$ cat src/hdl/hde_pkg.sv
`timescale 1ns / 1ps
// ----------------------------------------------------------------------------
// hde_pkg
// Shared widths, limits, register indexes and types of the heat diffusion
// stencil core.
// ----------------------------------------------------------------------------
package hde_pkg;

	localparam int LINE_DEPTH = 1024;
	localparam int ADDR_W     = $clog2(LINE_DEPTH);

	localparam int TEMP_W  = 32;
	localparam int COEF_W  = 16;
	localparam int ROW_W   = 16;
	localparam int COL_W   = 10;
	localparam int PADDR_W = 4;
	localparam int PDATA_W = 32;

	localparam logic [ROW_W-1:0] ROWS_MAX = ROW_W'(65533);
	localparam logic [COL_W-1:0] COLS_MAX = COL_W'(LINE_DEPTH - 2);

	typedef logic signed [TEMP_W-1:0] temp_t;
	typedef logic [COEF_W-1:0]        coef_t;
	typedef logic [ROW_W-1:0]         row_t;
	typedef logic [COL_W-1:0]         col_t;
	typedef logic [ADDR_W-1:0]        addr_t;

	typedef enum logic [1:0] {
		REG_COEF_X    = 2'd0,
		REG_COEF_Y    = 2'd1,
		REG_GRID_ROWS = 2'd2,
		REG_GRID_COLS = 2'd3
	} reg_idx_t;

	typedef struct packed {
		coef_t coef_x;
		coef_t coef_y;
		row_t  grid_rows;
		col_t  grid_cols;
	} cfg_t;

endpackage

$ cat src/hdl/hde_apb_regs.sv
`timescale 1ns / 1ps
// ----------------------------------------------------------------------------
// hde_apb_regs
// APB register file holding the two diffusion coefficients and grid sizes.
// ----------------------------------------------------------------------------
module hde_apb_regs (
	input  logic                          clk,
	input  logic                          arst_n,
	input  logic                          psel,
	input  logic                          penable,
	input  logic                          pwrite,
	input  logic [hde_pkg::PADDR_W-1:0]   paddr,
	input  logic [hde_pkg::PDATA_W-1:0]   pwdata,
	output logic [hde_pkg::PDATA_W-1:0]   prdata,
	output logic                          pready,
	output hde_pkg::cfg_t                 cfg
);
	import hde_pkg::*;

	cfg_t     cfg_q;
	reg_idx_t idx;
	logic     wr_en;

	assign idx    = reg_idx_t'(paddr[PADDR_W-1:2]);
	assign pready = 1'b1;
	assign wr_en  = psel && penable && pwrite && pready;
	assign cfg    = cfg_q;

	always_ff @(posedge clk or negedge arst_n) begin
		if (!arst_n) begin
			cfg_q.coef_x    <= '0;
			cfg_q.coef_y    <= '0;
			cfg_q.grid_rows <= ROW_W'(1);
			cfg_q.grid_cols <= COL_W'(1);
		end else if (wr_en) begin
			case (idx)
				REG_COEF_X:    cfg_q.coef_x    <= pwdata[COEF_W-1:0];
				REG_COEF_Y:    cfg_q.coef_y    <= pwdata[COEF_W-1:0];
				REG_GRID_ROWS: cfg_q.grid_rows <= pwdata[ROW_W-1:0];
				REG_GRID_COLS: cfg_q.grid_cols <= pwdata[COL_W-1:0];
				default: ;
			endcase
		end
	end

	always_comb begin
		case (idx)
			REG_COEF_X:    prdata = PDATA_W'(cfg_q.coef_x);
			REG_COEF_Y:    prdata = PDATA_W'(cfg_q.coef_y);
			REG_GRID_ROWS: prdata = PDATA_W'(cfg_q.grid_rows);
			REG_GRID_COLS: prdata = PDATA_W'(cfg_q.grid_cols);
			default:       prdata = '0;
		endcase
	end
endmodule

$ cat config.mk
export PLATFORM = sky130hd
export DESIGN_NAME = hde_apb_regs
export DESIGN_NICKNAME = d
export VERILOG_FILES = /design/src/hdl/hde_pkg.sv /design/src/hdl/hde_apb_regs.sv
export SDC_FILE = /design/constraint.sdc
export NUM_CORES = 1
export LEC_CHECK = 0
export ABC_AREA = 0
export BUFFER_PORTS_ARGS = -buffer_cell sky130_fd_sc_hd__buf_2
export CAP_MARGIN = 20
export CORE_MARGIN = 1
export CORE_UTILIZATION = 40
export DETAILED_ROUTE_END_ITERATION = 16
export PLACE_DENSITY = 0.67
export SYNTH_ARGS = -nofsm -noshare
export SYNTH_HDL_FRONTEND = slang
export SYNTH_SLANG_ARGS = --single-unit
$ cat constraint.sdc
create_clock -name clk -period 1.5 [get_ports clk]
set_clock_uncertainty 0.05 [all_clocks]
set_input_delay 0.075 -clock clk [delete_from_list [all_inputs] [get_ports clk]]
set_output_delay 0.075 -clock clk [all_outputs]
set_load 0.05 [all_outputs]
==> results of run 1 <==
==> kinds of logic (layout without fill, tap and decap cells) <==
logic type             Yosys count  in the layout  synth area share, %
and+or+nand+nor                 13             13                 3.03
buffers and inverters           27            167                 7.67
DFF                             58             58                 51.8
AOI/OAI and AO/OA                6              6                 1.07
other                            2             17                0.268
muxes                           74             74                 36.1
==> cells in the final DEF (no fill, tap or decap), types with 4 or more instances in the layout <==
cell type	instances
sky130_fd_sc_hd__buf_2	86
sky130_fd_sc_hd__buf_4	36
sky130_fd_sc_hd__buf_6	4
sky130_fd_sc_hd__buf_8	6
sky130_fd_sc_hd__clkbuf_8	10
sky130_fd_sc_hd__conb_1	17
sky130_fd_sc_hd__dfrtp_1	56
sky130_fd_sc_hd__dlygate4sd3_1	17
sky130_fd_sc_hd__mux2_2	37
sky130_fd_sc_hd__mux2_4	20
sky130_fd_sc_hd__mux2i_1	6
sky130_fd_sc_hd__mux4_2	10
sky130_fd_sc_hd__nand2_1	6
sky130_fd_sc_hd__o21ai_2	6
==> worst paths after layout <==
check / cells past startpoint / slack, ns / start / to
hold reg to reg: 1 / 0.46 / cfg[57] / cfg[57]
setup / recovery: 2 / -0.02 / cfg[4] / prdata[4]
setup reg to reg: 3 / 0.44 / cfg[1] / cfg[1]
max in group asynchronous: 3 / 0.84 / arst_n / cfg[5]
hold / removal: 3 / 0.24 / arst_n / cfg[27]
min in group clk: 4 / 0.33 / paddr[3] / cfg[26]
==> worst register-to-register path, stage by stage (launching register included) <==
cell	delay, ns
sky130_fd_sc_hd__dfrtp_1	0.39
sky130_fd_sc_hd__buf_4	0.14
sky130_fd_sc_hd__buf_4	0.13
sky130_fd_sc_hd__mux2_4	0.25
==> cells in the mapped netlist <==
library cell and count:
sky130_fd_sc_hd__dfstp_2 2, sky130_fd_sc_hd__inv_1 1, sky130_fd_sc_hd__or3_1 1, sky130_fd_sc_hd__nand3_2 1
sky130_fd_sc_hd__nand4_1 1, sky130_fd_sc_hd__mux4_2 10, sky130_fd_sc_hd__mux2i_1 6, sky130_fd_sc_hd__nor2_4 1
sky130_fd_sc_hd__buf_4 22, sky130_fd_sc_hd__conb_1 2, sky130_fd_sc_hd__nor2b_1 1, sky130_fd_sc_hd__nand2_1 6
sky130_fd_sc_hd__nor3_4 1, sky130_fd_sc_hd__clkbuf_1 1, sky130_fd_sc_hd__mux2_1 1, sky130_fd_sc_hd__buf_6 2
sky130_fd_sc_hd__mux2_4 20, sky130_fd_sc_hd__or2_1 1, sky130_fd_sc_hd__buf_12 1, sky130_fd_sc_hd__o21ai_0 6
sky130_fd_sc_hd__dfrtp_1 56, sky130_fd_sc_hd__mux2_2 37
==> stage by stage <==
step                std cells  util [%]  worst slack (ns)  hold slack (ns)
floorplan                 195         -             0.122           -0.271
global placement          375      49.9            0.0684           0.0513
detailed placement        375      49.9            0.0733           0.0568
CTS                       426      58.8           -0.0398            0.232
global route              431      59.4           -0.0653            0.268
finish                    431      59.4           -0.0213            0.237
==> layer usage <==
layer  part of all wire (%)  vias up
li1                       -      917
met1                     46     1002
met2                     47       85
met3                    6.2        9
met4                    1.1        0
met5                      0        -
==> report_power, final <==
group | internal [mW] | switching (mW)
clock network | 0.975 | 0.615
registers | 1.94 | 0.242
logic | 1.17 | 2.34
==> area by class of cell <==
type / instances / share of cell area, %
Timing Repair Buffer: 150 / 25.4
Tap cell: 96 / 2.97
Sequential cell: 58 / 36.0
Clock buffer: 11 / 3.50
Multi-Input combinational cell: 110 / 30.1
Clock inverter: 5 / 1.92
Inverter: 1 / 0.0930
==> repair_timing <==
item                       4_1_cts  5_1_grt
gates resized for setup         25        1
buffers inserted                18        5
hold buffers                    17        0
setup endpoints to repair       10       10
hold endpoints to repair       116        0
==> insert_results.sql, run 1 <==
INSERT INTO impl_metrics (metric_group, metric, value, unit) VALUES
('status', 'outcome', 'finished, violations left', ''),
('status', 'violations_in_the_final_reports', 'setup timing', ''),
('finish', 'seqCellArea', '1450', 'µm²'),
('yosys', 'synth_seq_cells', '58', ''),
('drt', 'drc', '0', ''),
('grt', 'global_route.usage.met1', '25.3', '%'),
('clocking', 'cts.htree.levels', '3', ''),
('sta', 'worst_margin_pin_slew', '0.746', 'ns'),
('yosys', 'synth_cell_types', '22', ''),
('drt', 'detail_route.iter0.violations', '41', ''),
('finish', 'largest_register_ff_count', '58', ''),
('finish', 'layout.cell_area.non_filler', '4040', 'µm²'),
('worst_setup_path', 'critical_path.top_delay_family', 'multiplexers', ''),
('worst_setup_path', 'start_kind', 'flop', ''),
('die', 'initial_core_util', '41.3', '%'),
('worst_setup_path', 'critical_path_peak_fanout', '3', ''),
('clocking', 'tritoncts', 'built', ''),
('power', 'power_density', '1800', 'nW/µm²'),
('worst_setup_path', 'worstPathArrival', '1.40', 'ns'),
('grt', 'globalRoute.busiestLayer', 'met2', ''),
('yosys', 'synth_largest_area_cell', 'sky130_fd_sc_hd__dfrtp_1', ''),
('sta', 'relSlewSlack', '50.2', '%'),
('worst_setup_path', 'slowest_delay', '0.49', 'ns'),
('flow_run', 'maxCapViolCount', '0', ''),
('worst_setup_path', 'timing.setup.critical_path_class', 'reg -> out', ''),
('die', 'floorplan.io_pins', '132', ''),
('clocking', 'clock_pin_slew_on_the_worst_setup_and_hold_paths', '0.07', 'ns'),
('finish', 'finalNetCount', '371', ''),
('clocking', 'clock_tree.buffer_depth', '2', ''),
('yosys', 'yosys-top-cells-area', 'sky130_fd_sc_hd__dfrtp_1 (50%), sky130_fd_sc_hd__mux2_2 (15%), sky130_fd_sc_hd__mux2_4 (11%), sky130_fd_sc_hd__mux4_2 (8.0%), sky130_fd_sc_hd__buf_4 (5.9%)', ''),
('finish', 'drive_above_1_share', '67.5', '%'),
('grt', 'grt_pass1_wl', '10300', 'µm'),
('grt', 'gr-usage-all-layers', '18.8', '%'),
('place', 'placedInstanceArea', '3390', 'µm²'),
('die', 'die_width', '85.7', 'µm'),
('grt', 'routing_usage_on_met2', '28.9', '%'),
('finish', 'num_antenna_cells', '0', ''),
('finish', 'multiInputGateArea', '1210', 'µm²'),
('die', 'die-area', '7350', 'µm²'),
('drt', 'detailroute.via_count', '2013', ''),
('worst_hold_path', 'worst_hold_path_type', 'in -> async', ''),
('worst_setup_path', 'worst_ep_required_time', '1.37', 'ns'),
('drt', 'detailedRoute.firstPassIterationCount', '6', ''),
('drt', 'detail_route.vias_per_cell', '4.67', ''),
('drt', 'drt-wirelength-per-cell', '15.0', 'µm'),
('grt', 'grt_remaining_overflow', '0', ''),
('die', 'placeableCoreArea', '6790', 'µm²'),
('drt', 'drt_wl_total', '6450', 'µm'),
('power', 'power.leakage', '2.06', 'nW'),
('worst_setup_path', 'slowest_stage', 'sky130_fd_sc_hd__mux4_2', ''),
('yosys', 'fraction_of_the_yosys_area_taken_by_sequential_cells', '51.8', '%'),
('sta', 'smallest_setup_slack_after_layout', '-0.0213', 'ns'),
('yosys', 'netlist_instances', '180', ''),
('clocking', 'root_buffer_cell', 'sky130_fd_sc_hd__clkbuf_8', ''),
('sta', 'final_period_minus_worst_setup_slack', '1.52', 'ns'),
('yosys', 'ys.warnings.count', '0', ''),
('yosys', 'netlist_area', '2810', 'µm²'),
('yosys', 'avg_inst_size_synth', '15.6', 'µm²'),
('finish', 'layout.filler_cells', '558', ''),
('power', 'ir_drop', '1.01', 'mV'),
('sta', 'finalCritPeriodShare', '101', '%'),
('die', 'floorplan.rows', '30', ''),
('finish', 'area.growth.synth_to_final', '43.9', '%'),
('grt', 'first_global_vias', '2024', ''),
('place', 'portBuffers', '96', ''),
('grt', 'grt_antenna_before_repair', '0', ''),
('worst_setup_path', 'critical_path.cell_chain', 'mux4_2 > buf_6', ''),
('grt', 'global_route.usage.met3', '5.58', '%'),
('power', 'post-layout-total-power', '7.28', 'mW'),
('sta', 'final-max-slew-violation-count', '0', ''),
('sta', 'setup_viol_count_final', '5', '');
Note: power is estimated with default switching activity, not from simulation.
==> run 2, diff against run 1 <==
--- a/config.mk
+++ b/config.mk
@@ -15,3 +15,4 @@
 export SYNTH_ARGS = -nofsm -noshare
 export SYNTH_HDL_FRONTEND = slang
 export SYNTH_SLANG_ARGS = --single-unit
+export TNS_END_PERCENT = 10
==> run 2 against run 1 <==
Effect of this change:
- the run still ends with setup timing left
- cell count decreased by 2.6%
- first-iteration DRC count increased by 100%
- non-clock buffer count down 10
- cell area decreased by 2.8%
- global-route usage grew 0.56 points
- utilization is 1.7 points lower
- sequential share of layout area up 1.0 points
- clock-buffer cell count increased by 1
==> insert_results.sql, run 2 (synthesis gave the netlist of run 1 again) <==
INSERT INTO impl_metrics (metric_group, metric, value, unit) VALUES
('drt', 'detailedRoute.firstPassIterationCount', '4', ''),
('drt', 'route.top_layer_used', 'met4', ''),
('die', 'initial_core_util', '41.3', '%'),
('power', 'power_density', '1770', 'nW/µm²'),
('die', 'vertical_die_dimension', '85.7', 'µm'),
('status', 'outcome', 'finished, violations left', ''),
('grt', 'grt_antenna_before_repair', '0', ''),
('worst_setup_path', 'start_kind', 'flop', ''),
('worst_setup_path', 'worstPathArrival', '1.42', 'ns'),
('drt', 'detailroute.via_count', '1986', ''),
('place', 'place_inst', '377', ''),
('finish', 'layout.cells.non_filler', '420', ''),
('finish', 'drive_above_1_share', '64.5', '%'),
('finish', 'largest_register_ff_count', '58', ''),
('drt', 'detail_route.vias_per_cell', '4.73', ''),
('finish', 'finalNetCount', '361', ''),
('die', 'die-area', '7350', 'µm²'),
('power', 'ir_drop', '0.939', 'mV'),
('status', 'violations_in_the_final_reports', 'setup timing', ''),
('worst_setup_path', 'critical_path_peak_fanout', '2', ''),
('die', 'floorplan.rows', '30', ''),
('place', 'place_hpwl', '4340', 'µm'),
('grt', 'first_global_vias', '1946', ''),
('sta', 'report.final.hold_viol_count', '0', ''),
('die', 'die_width', '85.7', 'µm'),
('clocking', 'root_buffer_cell', 'sky130_fd_sc_hd__clkbuf_8', ''),
('worst_hold_path', 'worst_hold_path_type', 'in -> async', ''),
('die', 'placeableCoreArea', '6790', 'µm²'),
('finish', 'most_frequent_cells_in_the_layout', 'sky130_fd_sc_hd__buf_2 (86), sky130_fd_sc_hd__dfrtp_1 (56), sky130_fd_sc_hd__mux2_2 (37)', ''),
('clocking', 'clock_pin_slew_on_the_worst_setup_and_hold_paths', '0.07', 'ns'),
('clocking', 'clock_buffers_created_by_tritoncts', '9', ''),
('drt', 'met1_length', '3060', 'µm'),
('sta', 'timing.fmax', '0.646', 'GHz'),
('clocking', 'tritoncts', 'built', ''),
('grt', 'gr-usage-all-layers', '19.3', '%'),
('drt', 'ant_nets', '0', ''),
('drt', 'drt-wirelength-per-cell', '15.9', 'µm'),
('worst_setup_path', 'worst_ep_required_time', '1.37', 'ns'),
('drt', 'drt_wl_total', '6670', 'µm'),
('worst_setup_path', 'timing.critical_path.to_type', 'primary output', ''),
('sta', 'setup_total_negative_slack', '-0.115', 'ns'),
('sta', 'setup_viol_count_final', '7', ''),
('drt', 'detail_route.iter0.violations', '82', ''),
('sta', 'smallest_setup_slack_after_layout', '-0.0469', 'ns'),
('clocking', 'clkLatencyLatePin', '0.33', 'ns'),
('grt', 'grt_max_degree', '59', ''),
('sta', 'final_period_minus_worst_setup_slack', '1.55', 'ns'),
('finish', 'layout.filler_cells', '549', ''),
('power', 'power.leakage', '1.99', 'nW'),
('grt', 'grt_remaining_overflow', '0', ''),
('drt', 'route.met2.wl', '3130', 'µm'),
('clocking', 'clock_tree.buffer_depth', '2', ''),
('grt', 'grt_pass1_wl', '10400', 'µm'),
('place', 'pre_cts_slack', '0.161', 'ns'),
('finish', 'area.growth.synth_to_final', '39.9', '%'),
('die', 'floorplan.io_pins', '132', ''),
('sta', 'rsz0062_at_grt', 'true', ''),
('place', 'place_congestion', '0.681', ''),
('sta', 'fin_hold_ws', '0.203', 'ns'),
('worst_setup_path', 'timing.setup.critical_path_class', 'reg -> out', ''),
('drt', 'drc', '0', ''),
('sta', 'final-max-slew-violation-count', '0', ''),
('finish', 'final_common_cell', 'sky130_fd_sc_hd__buf_2', ''),
('place', 'portBuffers', '96', ''),
('clocking', 'clock_sink_count', '58', ''),
('finish', 'num_antenna_cells', '0', ''),
('drt', 'detailroute.wirelength.met3', '316', 'µm'),
('flow_run', 'maxCapViolCount', '0', ''),
('clocking', 'cts.htree.levels', '3', ''),
('sta', 'finalCritPeriodShare', '103', '%');
run 2: repair_timing:
item                                    CTS  global route
endpoints found under the setup margin   10            10
hold endpoints to repair                116             0
hold buffers                             17             0
gates resized for setup                  23             0
buffers inserted                         10             1
run 2: cell type report:
cell class | instances | area, µm² | area share (%)
Sequential cell | 58 | 1450 | 37.1
Clock inverter | 3 | 40.0 | 1.02
Tap cell | 96 | 120 | 3.06
Timing Repair Buffer | 140 | 965 | 24.6
Clock buffer | 12 | 145 | 3.70
Inverter | 1 | 3.75 | 0.0957
Multi-Input combinational cell | 110 | 1200 | 30.5
run 2: per-stage QoR:
stage | power, mW | util (%) | instance area, µm²
final | 6.94 | 57.8 | 3920
after floorplan | 4.64 | - | 2870
after CTS | 6.98 | 57.6 | 3920
after global placement | 5.27 | 50.2 | 3410
after global routing | 7.23 | 57.8 | 3920
after detailed placement | 5.30 | 50.2 | 3410
run 2: worst paths after layout:
| check | startpoint | to | slack [ns] | depth (start not counted) |
|---|---|---|---|---|
| hold / removal | arst_n | cfg[12] | 0.20 | 3 |
| setup reg to reg | cfg[31] | cfg[31] | 0.42 | 3 |
| hold reg to reg | cfg[51] | cfg[51] | 0.48 | 1 |
| setup / recovery | cfg[31] | prdata[5] | -0.05 | 2 |
| max in group asynchronous | arst_n | cfg[10] | 0.88 | 3 |
| min in group clk | penable | cfg[57] | 0.32 | 5 |
run 2: per-layer routing:
layer  GRT usage [%]  up-vias
met2            30.1       85
met1            25.3      995
li1                -      893
met4            10.2        0
met3            4.43       13
met5               0        -
run 2: power breakdown:
group          internal (mW)  leakage (nW)  switching, mW  total [mW]
sequential              1.94         0.708          0.264        2.21
clock                  0.799        0.0962          0.587        1.39
combinational           1.06          1.18           2.29        3.35
run 2: critical path, cell delays in order, from the launching register on:
cell and delay, ns:
sky130_fd_sc_hd__dfrtp_1 0.40, sky130_fd_sc_hd__mux4_2 0.51, sky130_fd_sc_hd__buf_8 0.18
